==> src/hw/rtl/wtok_pkg.sv <==
`timescale 1ns / 1ps
`default_nettype none
// ----------------------------------------------------------------------------
// Word tokenizer package
// Shared transaction types, hash constants and the stop-word table.
// ----------------------------------------------------------------------------
package wtok_pkg;

  localparam logic [31:0] FNV_BASIS       = 32'd2166136261;
  localparam logic [31:0] FNV_PRIME       = 32'd16777619;
  localparam logic [15:0] TOKEN_CAP_RESET = 16'd384;
  localparam logic [15:0] SAT_MAX         = 16'hFFFF;

  localparam int STOP_COUNT  = 52;
  localparam int STOP_MAXLEN = 5;
  localparam int KEY_W       = 8 * STOP_MAXLEN;

  // Input transaction.
  typedef struct packed {
    logic [7:0] text_byte;
    logic       last_byte;
  } in_item_t;

  // Result transaction.
  typedef struct packed {
    logic        token_valid;
    logic [31:0] word_hash;
    logic [15:0] word_start;
    logic [15:0] word_length;
    logic        is_content;
    logic        end_of_text;
  } out_item_t;

  // A byte after classification by the front end.
  typedef struct packed {
    logic [7:0] folded;
    logic       is_word;
    logic       last;
  } cls_item_t;

  // Stop words, right-justified with zero padding above the first letter.
  localparam logic [KEY_W-1:0] STOP_WORDS [STOP_COUNT] = '{
    40'("a"),     40'("an"),    40'("and"),   40'("are"),   40'("as"),
    40'("at"),    40'("be"),    40'("been"),  40'("being"), 40'("by"),
    40'("can"),   40'("could"), 40'("did"),   40'("do"),    40'("does"),
    40'("for"),   40'("from"),  40'("had"),   40'("has"),   40'("have"),
    40'("how"),   40'("i"),     40'("if"),    40'("in"),    40'("is"),
    40'("it"),    40'("its"),   40'("may"),   40'("might"), 40'("of"),
    40'("on"),    40'("or"),    40'("our"),   40'("that"),  40'("the"),
    40'("their"), 40'("this"),  40'("to"),    40'("was"),   40'("we"),
    40'("were"),  40'("what"),  40'("when"),  40'("where"), 40'("which"),
    40'("who"),   40'("why"),   40'("will"),  40'("with"),  40'("would"),
    40'("you"),   40'("your")
  };

  // Word bytes are never zero, so an equal key also means an equal length.
  function automatic logic stop_match(input logic [KEY_W-1:0] key);
    logic hit;
    hit = 1'b0;
    for (int e = 0; e < STOP_COUNT; e++) begin
      if (key == STOP_WORDS[e]) begin
        hit = 1'b1;
      end
    end
    return hit;
  endfunction

endpackage
`default_nettype wire

==> src/hw/rtl/word_tokenizer_fnv_hash_stopword.sv <==
`timescale 1ns / 1ps
`default_nettype none
// ----------------------------------------------------------------------------
// Word tokenizer with FNV-1a hashes and stop-word marking
// Splits a byte stream into words and emits one token per finished word, up to token_cap per text.
// ----------------------------------------------------------------------------
//
//   Channel  Ports                       Transaction
//   -------  --------------------------  ----------------------------------
//   input    push, full, in_data         one text byte with last-byte flag
//   result   pop, empty, out_data        one token and/or end-of-text mark
//   config   cfg_valid, cfg_ready,       new token_cap value (16 bits)
//            cfg_data
//
// One byte per cycle is sustained while the result queue is not full; the
// cycle is set by the hash update, one constant multiply by the FNV prime.
// A byte is held in the classification queue and its result in the result queue.
// Reset is synchronous and active low: token_cap returns to 384, word state clears.
// A stalled consumer fills the result queue, then the classification queue,
// and only then raises full. Configuration writes are always accepted.
//
// The front end folds case and decides word membership before the byte enters
// a short queue. The back end keeps the running hash, start offset, length
// and the first PREFIX_LEN folded bytes of the current word, compares those
// against the stop-word table when a word ends, and pushes each result
// transaction into a second short queue that the consumer drains through pop.
// ----------------------------------------------------------------------------
module word_tokenizer_fnv_hash_stopword #(
  parameter int PREFIX_LEN = 5
) (
  input  wire logic                 clk,
  input  wire logic                 rst_n,
  // Byte input.
  input  wire logic                 push,
  output logic                      full,
  input  wire wtok_pkg::in_item_t   in_data,
  // Results.
  output logic                      empty,
  input  wire logic                 pop,
  output wtok_pkg::out_item_t       out_data,
  // Token cap register.
  input  wire logic                 cfg_valid,
  output logic                      cfg_ready,
  input  wire logic [15:0]          cfg_data
);

  import wtok_pkg::*;

  logic [15:0] token_cap_r;
  logic        cls_pop, cls_empty;
  cls_item_t   cls_data;
  logic        res_push, res_full;
  out_item_t   res_data;
  logic [$bits(out_item_t)-1:0] res_q_out;

  // The user must write the register only while no text is in flight; the block does not enforce it.
  assign cfg_ready = 1'b1;

  always_ff @(posedge clk) begin
    if (!rst_n) begin
      token_cap_r <= TOKEN_CAP_RESET;
    end else if (cfg_valid && cfg_ready) begin
      token_cap_r <= cfg_data;
    end
  end

  wtok_front #(
    .QUEUE_DEPTH (2)
  ) u_front (
    .clk       (clk),
    .rst_n     (rst_n),
    .push      (push),
    .full      (full),
    .in_data   (in_data),
    .cls_pop   (cls_pop),
    .cls_empty (cls_empty),
    .cls_data  (cls_data)
  );

  wtok_back #(
    .PREFIX_LEN (PREFIX_LEN)
  ) u_back (
    .clk       (clk),
    .rst_n     (rst_n),
    .token_cap (token_cap_r),
    .cls_empty (cls_empty),
    .cls_data  (cls_data),
    .cls_pop   (cls_pop),
    .res_full  (res_full),
    .res_push  (res_push),
    .res_data  (res_data)
  );

  // Result queue: separates the back end from a stalling consumer.
  wtok_fifo #(
    .WIDTH ($bits(out_item_t)),
    .DEPTH (2)
  ) u_res_q (
    .clk     (clk),
    .rst_n   (rst_n),
    .push    (res_push),
    .full    (res_full),
    .wr_data (res_data),
    .pop     (pop),
    .empty   (empty),
    .rd_data (res_q_out)
  );

  assign out_data = out_item_t'(res_q_out);

endmodule
`default_nettype wire

==> src/hw/rtl/wtok_fifo.sv <==
`timescale 1ns / 1ps
`default_nettype none
// ----------------------------------------------------------------------------
// Word tokenizer queue
// Small register-based first-in first-out queue with push/full, pop/empty.
// ----------------------------------------------------------------------------
module wtok_fifo #(
  parameter int WIDTH = 8,
  parameter int DEPTH = 2
) (
  input  wire logic             clk,
  input  wire logic             rst_n,
  input  wire logic             push,
  output logic                  full,
  input  wire logic [WIDTH-1:0] wr_data,
  input  wire logic             pop,
  output logic                  empty,
  output logic      [WIDTH-1:0] rd_data
);

  localparam int PTR_W = (DEPTH > 1) ? $clog2(DEPTH) : 1;
  localparam int CNT_W = $clog2(DEPTH + 1);

  logic [WIDTH-1:0] mem_r [DEPTH];
  logic [PTR_W-1:0] wr_ptr_r, wr_ptr_nxt;
  logic [PTR_W-1:0] rd_ptr_r, rd_ptr_nxt;
  logic [CNT_W-1:0] count_r, count_nxt;
  logic             do_push, do_pop;

  assign full    = (count_r == CNT_W'(DEPTH));
  assign empty   = (count_r == '0);
  assign do_push = push && !full;
  assign do_pop  = pop && !empty;
  assign rd_data = mem_r[rd_ptr_r];

  always_comb begin
    wr_ptr_nxt = wr_ptr_r;
    rd_ptr_nxt = rd_ptr_r;
    count_nxt  = count_r;
    if (do_push) begin
      wr_ptr_nxt = (wr_ptr_r == PTR_W'(DEPTH - 1)) ? '0 : wr_ptr_r + 1'b1;
    end
    if (do_pop) begin
      rd_ptr_nxt = (rd_ptr_r == PTR_W'(DEPTH - 1)) ? '0 : rd_ptr_r + 1'b1;
    end
    if (do_push && !do_pop) begin
      count_nxt = count_r + 1'b1;
    end else if (do_pop && !do_push) begin
      count_nxt = count_r - 1'b1;
    end
  end

  always_ff @(posedge clk) begin
    if (!rst_n) begin
      wr_ptr_r <= '0;
      rd_ptr_r <= '0;
      count_r  <= '0;
    end else begin
      wr_ptr_r <= wr_ptr_nxt;
      rd_ptr_r <= rd_ptr_nxt;
      count_r  <= count_nxt;
    end
  end

  always_ff @(posedge clk) begin
    if (do_push) begin
      mem_r[wr_ptr_r] <= wr_data;
    end
  end

endmodule
`default_nettype wire

==> src/hw/rtl/wtok_front.sv <==
`timescale 1ns / 1ps
`default_nettype none
// ----------------------------------------------------------------------------
// Word tokenizer front end
// Classifies each byte as word or separator, folds case, and queues it.
// ----------------------------------------------------------------------------
module wtok_front #(
  parameter int QUEUE_DEPTH = 2
) (
  input  wire logic                 clk,
  input  wire logic                 rst_n,
  input  wire logic                 push,
  output logic                      full,
  input  wire wtok_pkg::in_item_t   in_data,
  input  wire logic                 cls_pop,
  output logic                      cls_empty,
  output wtok_pkg::cls_item_t       cls_data
);

  import wtok_pkg::*;

  logic [7:0] b;
  logic       is_upper, is_lower, is_digit;
  cls_item_t  cls;
  logic [$bits(cls_item_t)-1:0] q_out;

  assign b        = in_data.text_byte;
  assign is_upper = (b >= 8'("A")) && (b <= 8'("Z"));
  assign is_lower = (b >= 8'("a")) && (b <= 8'("z"));
  assign is_digit = (b >= 8'("0")) && (b <= 8'("9"));

  always_comb begin
    cls.folded  = is_upper ? (b + 8'd32) : b;
    cls.is_word = is_upper || is_lower || is_digit || (b == 8'("_")) ||
                  (b == 8'("-")) || b[7];
    cls.last    = in_data.last_byte;
  end

  wtok_fifo #(
    .WIDTH ($bits(cls_item_t)),
    .DEPTH (QUEUE_DEPTH)
  ) u_cls_q (
    .clk     (clk),
    .rst_n   (rst_n),
    .push    (push),
    .full    (full),
    .wr_data (cls),
    .pop     (cls_pop),
    .empty   (cls_empty),
    .rd_data (q_out)
  );

  assign cls_data = cls_item_t'(q_out);

endmodule
`default_nettype wire

==> src/hw/rtl/wtok_back.sv <==
`timescale 1ns / 1ps
`default_nettype none
// ----------------------------------------------------------------------------
// Word tokenizer back end
// Tracks word state, updates the FNV-1a hash and forms result transactions.
// ----------------------------------------------------------------------------
module wtok_back #(
  parameter int PREFIX_LEN = 5
) (
  input  wire logic                 clk,
  input  wire logic                 rst_n,
  input  wire logic [15:0]          token_cap,
  input  wire logic                 cls_empty,
  input  wire wtok_pkg::cls_item_t  cls_data,
  output logic                      cls_pop,
  input  wire logic                 res_full,
  output logic                      res_push,
  output wtok_pkg::out_item_t       res_data
);

  import wtok_pkg::*;

  localparam int PIDX_W = $clog2(PREFIX_LEN);

  logic        inside_r, inside_nxt;
  logic [31:0] hash_r, hash_nxt;
  logic [15:0] pos_r, pos_nxt;
  logic [15:0] start_r, start_nxt;
  logic [15:0] len_r, len_nxt;
  logic [15:0] tok_r, tok_nxt;
  logic [7:0]  prefix_r [PREFIX_LEN];

  logic        fire, w, first_byte, ends, emit;
  logic [15:0] len_base;
  logic [31:0] hash_base, hash_mix;
  logic [7:0]  pbyte [STOP_MAXLEN];
  logic [KEY_W-1:0] key;
  logic        is_stop;

  assign fire       = !cls_empty && !res_full;
  assign cls_pop    = fire;
  assign w          = cls_data.is_word;
  assign first_byte = w && !inside_r;
  assign len_base   = first_byte ? '0 : len_r;
  assign hash_base  = first_byte ? FNV_BASIS : hash_r;
  assign hash_mix   = hash_base ^ {24'd0, cls_data.folded};
  assign ends       = (inside_r || w) && (!w || cls_data.last);
  assign emit       = ends && (tok_r < token_cap);
  assign res_push   = fire && (emit || cls_data.last);

  // Word contents as they stand after this byte, for the stop-word check.
  always_comb begin
    for (int i = 0; i < STOP_MAXLEN; i++) begin
      pbyte[i] = (w && len_base == 16'(i)) ? cls_data.folded : prefix_r[i];
    end
    key = '0;
    for (int i = 0; i < STOP_MAXLEN; i++) begin
      if (16'(i) < len_nxt) begin
        key = {key[KEY_W-9:0], pbyte[i]};
      end
    end
    is_stop = (len_nxt != '0) && (len_nxt <= 16'(STOP_MAXLEN)) && stop_match(key);
  end

  always_comb begin
    start_nxt = first_byte ? pos_r : start_r;
    hash_nxt  = hash_r;
    len_nxt   = len_r;
    if (w) begin
      hash_nxt = 32'(hash_mix * FNV_PRIME);
      len_nxt  = (len_base == SAT_MAX) ? len_base : len_base + 1'b1;
    end
  end

  always_comb begin
    res_data.token_valid = emit;
    res_data.word_hash   = emit ? hash_nxt : '0;
    res_data.word_start  = emit ? start_nxt : '0;
    res_data.word_length = emit ? len_nxt : '0;
    res_data.is_content  = emit && !is_stop;
    res_data.end_of_text = cls_data.last;
  end

  always_comb begin
    inside_nxt = (inside_r || w) && !ends;
    tok_nxt    = (emit && tok_r != SAT_MAX) ? tok_r + 1'b1 : tok_r;
  end

  always_ff @(posedge clk) begin
    if (!rst_n) begin
      inside_r <= 1'b0;
      hash_r   <= FNV_BASIS;
      pos_r    <= '0;
      start_r  <= '0;
      len_r    <= '0;
      tok_r    <= '0;
    end else if (fire) begin
      if (cls_data.last) begin
        inside_r <= 1'b0;
        hash_r   <= FNV_BASIS;
        pos_r    <= '0;
        start_r  <= '0;
        len_r    <= '0;
        tok_r    <= '0;
      end else begin
        inside_r <= inside_nxt;
        hash_r   <= hash_nxt;
        pos_r    <= (pos_r == SAT_MAX) ? pos_r : pos_r + 1'b1;
        start_r  <= start_nxt;
        len_r    <= len_nxt;
        tok_r    <= tok_nxt;
      end
    end
  end

  always_ff @(posedge clk) begin
    if (fire && w && len_base < 16'(PREFIX_LEN)) begin
      prefix_r[len_base[PIDX_W-1:0]] <= cls_data.folded;
    end
  end

  // A word in progress always holds at least one byte.
  a_inside_len : assert property (@(posedge clk) disable iff (!rst_n)
    inside_r |-> len_r != '0)
    else $error("word in progress with zero length");

  // The last byte of a text leaves the block ready for a fresh text.
  a_text_clear : assert property (@(posedge clk) disable iff (!rst_n)
    fire && cls_data.last |=> !inside_r && tok_r == '0 && pos_r == '0)
    else $error("text state not cleared after last byte");

  // Results never go out without a token unless they close the text.
  a_res_kind : assert property (@(posedge clk) disable iff (!rst_n)
    res_push && !res_data.end_of_text |-> res_data.token_valid)
    else $error("empty result in the middle of a text");

  // A token only leaves with the cap not yet reached.
  a_cap : assert property (@(posedge clk) disable iff (!rst_n)
    res_push && res_data.token_valid |-> tok_r < token_cap)
    else $error("token emitted beyond cap");

endmodule
`default_nettype wire
==> config.mk <==
export PLATFORM = sky130hd
export DESIGN_NAME = word_tokenizer_fnv_hash_stopword
export DESIGN_NICKNAME = d
export VERILOG_FILES = /design/src/hw/rtl/wtok_pkg.sv /design/src/hw/rtl/word_tokenizer_fnv_hash_stopword.sv /design/src/hw/rtl/wtok_fifo.sv /design/src/hw/rtl/wtok_front.sv /design/src/hw/rtl/wtok_back.sv
export SDC_FILE = /design/constraint.sdc
export NUM_CORES = 1
export LEC_CHECK = 0
export ABC_AREA = 0
export BUFFER_PORTS_ARGS = -buffer_cell sky130_fd_sc_hd__buf_2
export CORE_MARGIN = 2
export CORE_UTILIZATION = 50
export DETAILED_ROUTE_END_ITERATION = 7
export PLACE_DENSITY = 0.69
export SYNTH_ARGS = -nofsm -noshare
export SYNTH_HDL_FRONTEND = slang
export SYNTH_SLANG_ARGS = --single-unit
==> constraint.sdc <==
create_clock -name clk -period 6.7 [get_ports clk]
set_input_delay 1.005 -clock clk [delete_from_list [all_inputs] [get_ports clk]]
set_output_delay 1.005 -clock clk [all_outputs]
set_load 0.01 [all_outputs]
==> results by group <==
Final layout
  – Layout filler cell count: between 4000 and 5000
  – Antenna Cells: 0
  – Area growth from synthesis to layout: 12.94%
  – Nets: 2815
  – Share of cells above drive strength 1: 0.1674

Yosys
  – Register bit total from synthesis: ~320
  – Synth area leader: edfxtp_1
  – Netlist cell types: 103
  – Area share of the largest cell type after synthesis: 0.2562
  – Cells after Synth: 2378
  – Main synth FF type: edfxtp_1
  – FFs w/ async S/R, synth: 0
  – Synth cell count leaders: inv_1 (312), ha_1 (207), nand2_1 (207)
  – Ys Warns: 0
  – EDFF count, synth: roughly 190
  – Seq/Total Area, Yosys: 0.3645
  – Syn nets: roughly 2700
  – Count leader, synth: inv_1
  – Synth area leaders: edfxtp_1 (26%), ha_1 (11%), dfxtp_1 (11%)
  – Mapped Avg Cell Area: 9.562 um2
  – Mapped Area: 0.02274 mm2

Timing
  – Fin. Hold Viols: 0
  – FMAX: between 0.15 and 0.2 GHz
  – WHS: between 400 and 500 ps
  – Finish-stage setup viols: 0
  – Setup TNS: 0 ps
  – Slew margin rel.: 0.3040
  – Period minus WS final: between 6000 and 7000 ps
  – Final Cycle Share: 0.9723
  – Tightest Pin Transition: approximately 1000 ps
  – Post-route clock skew: ~18 ps
  – Final Worst Setup Slack: 185.6 ps
  – Slew Viols, Final: 0

Floorplanning
  – Initial core utilization: 0.5043
  – Die Y: between 200 and 250 um
  – Core area: around 0.045 mm2
  – Die ar.: between 0.04 and 0.05 mm2
  – Die width: around 220 um
  – Boundary Pins: 100
  – Row count: approximately 80

Worst setup path
  – Slowest-stage cell, CP: fa_1
  – CP dominant cell by count: inv_1
  – Critical Path Source Type: flop
  – Flop-to-flop setup slack: 190 ps
  – Worst R2R Start: u_front.u_cls_q.mem_r[1][1]
  – Crit path required time: approximately 7000 ps
  – Crit-path max FO: 12
  – Arr. time, crit path: between 6000 and 7000 ps
  – CP max stage delay: 530 ps
  – Path depth of the worst reg2reg path: 30
  – CP endpoint kind: flop
  – RR Endpoint: u_res_q.mem_r[1][65]
  – Setup Crit Path Kind: reg -> reg

GRT
  – Total GRT Usage: 0.2539
  – Number of global-route vias before repair: approximately 18000
  – First-pass GRT wire length: ~95000 um
  – Largest net degree at the start of global routing: around 70
  – Total congestion overflow: 0
  – Antenna violations before repair: 0

CTS
  – Clk_lat worst skew: between 500 and 600 ps
  – H-Tree Depth: 2
  – Reg clk slew, reported paths: 60 ps
  – TritonCTS clock tree: yes
  – Clock tree sinks: ~320
  – Clock buffer depth: 3
  – CTS Root Cell: clkbuf_16
  – Clock buffer count from CTS: 37

Placement
  – Post-Place Setup Slack: -107.5 ps
  – Placer congestion estimate: 0.9438
  – Port-buffer cells: 98
  – Detailed Place HPWL: 43590 um

Drt
  – DR iter-0 viols: approximately 1300
  – DR pass1 iterations: 5
  – Routed vias/inst: approximately 5.7
  – Post-route ant nets: 0
  – Residual DRC count: 0
  – Routed wire per std cell: 19.10 um
  – Routed vias: between 15000 and 20000
  – Final WL: between 50000 and 60000 um

Worst hold path
  – HP Class: reg -> reg
  – Worst Hold End: token_cap_r[8]
  – Worst Min Path Start: token_cap_r[8]
  – WHS Path Cells: 2

Run
  – Maxcap violations: 0

Status
  – Status: complete, no violations
-- worst max-delay path, delay by kind of cell (launching register included) --
family / cells / cell delay (ps)
flops: 1 / 410
fa+ha+maj: 8 / 2630
mux: 1 / 300
buf+inv: 7 / 680
simple gates: 3 / 430
compound gates: 9 / 1360
xor+xnor: 2 / 410
-- through the flow --
stage          cells  instance area, um2  utilization
5_1_grt         3133               25680       0.5696
6_report        3133               25680       0.5696
2_1_floorplan   2378               22800            -
4_1_cts         3112               25340       0.5621
3_3_place_gp    3044               24130       0.5352
3_5_place_dp    3044               24130       0.5352
-- final cells by class --
cell class | instances | area, um2 | area share
repair buffers | 180 | 1140 | 0.04438
clock buffers | 42 | 964.7 | 0.03756
multi-input cells | 1654 | 13110 | 0.5106
clock inverters | 26 | 240.2 | 0.009354
flip-flops and latches | 317 | 8293 | 0.3229
well taps | 600 | 750.7 | 0.02923
inverters | 314 | 1179 | 0.04590
-- sequential cells by signal (all words and copies together) (netlist names), named ones only --
| signal | flops |
|---|---|
| u_front.u_cls_q.mem_r | 20 |
| u_back.prefix_r | 40 |
| u_back.hash_r | 32 |
| u_back.tok_r | 16 |
| u_front.u_cls_q.wr_ptr_r | 1 |
| u_res_q.mem_r | 134 |
| u_back.inside_r | 1 |
| u_front.u_cls_q.count_r | 2 |
| u_back.start_r | 16 |
| u_back.len_r | 16 |
| token_cap_r | 16 |
| u_res_q.wr_ptr_r | 1 |
| u_res_q.rd_ptr_r | 1 |
| u_front.u_cls_q.rd_ptr_r | 1 |
| u_back.pos_r | 16 |
| u_res_q.count_r | 2 |
-- per-layer routing --
layer / track usage / share of wire / vias to the layer above
met4: 0.07306 / 0.022 / 0
li1: - / - / 8559
met2: 0.4093 / 0.46 / 592
met1: 0.3505 / 0.45 / 8701
met3: 0.04514 / 0.070 / 93
met5: 0 / 0 / -
-- worst max path at each step --
stage	startpoint	to	slack [ps]	cells after the start
global placement	u_front.u_cls_q.mem_r[0][1]	u_res_q.mem_r[0][60]	120	29
CTS	u_front.u_cls_q.mem_r[0][1]	u_res_q.mem_r[0][65]	20	28
finish	u_front.u_cls_q.mem_r[1][1]	u_res_q.mem_r[1][65]	190	30
floorplan	flop	u_res_q.mem_r[0][65]	10	32
global route	u_front.u_cls_q.mem_r[1][1]	u_res_q.mem_r[1][65]	-110	28
detailed placement	u_front.u_cls_q.mem_r[0][1]	u_res_q.mem_r[0][65]	-110	28
-- layout by cell type (no fill, tap or decap), types with 30 or more instances in the layout --
master / netlist / layout
inv_1: 312 / 312
nand2_1: 207 / 205
ha_1: 207 / 198
edfxtp_1: 194 / 194
nor2_1: 152 / 150
dfxtp_1: 123 / 121
a21oi_1: 112 / 103
buf_2: 12 / 98
mux2_2: 96 / 94
buf_4: 2 / 79
o21ai_0: 80 / 77
fa_1: 74 / 74
nor2b_1: 68 / 68
nand3_1: 59 / 59
mux2i_1: 56 / 55
nor3_1: 47 / 47
xor2_1: 39 / 39
and2_1: 39 / 38
clkbuf_16: 0 / 38
a22oi_1: 37 / 37
xnor2_1: 38 / 34
nand4_1: 30 / 30
-- repair_timing --
| action | in CTS | in global routing |
|---|---|---|
| buffers inserted | 0 | 20 |
| pin swaps | 0 | 16 |
| setup endpoints to repair | 8 | 22 |
| cloned | 0 | 1 |
| gates resized for setup | 2 | 33 |
| hold buffers | 0 | 0 |
-- kinds of logic (layout without fill, tap and decap cells) --
family | after synthesis | in the layout | synth area share
AOI/OAI and AO/OA | 409 | 409 | 0.1198
DFF | 317 | 317 | 0.3645
and+or+nand+nor | 734 | 734 | 0.1648
other | 1 | 1 | 0.0001649
muxes | 152 | 152 | 0.07219
buffers and inverters | 407 | 562 | 0.06988
adders and majority gates | 281 | 281 | 0.1790
xor gates and xnor gates | 77 | 77 | 0.02966
Power is not shown: default switching activity piles up to over one toggle a cycle in this logic, so the estimate is an artifact.
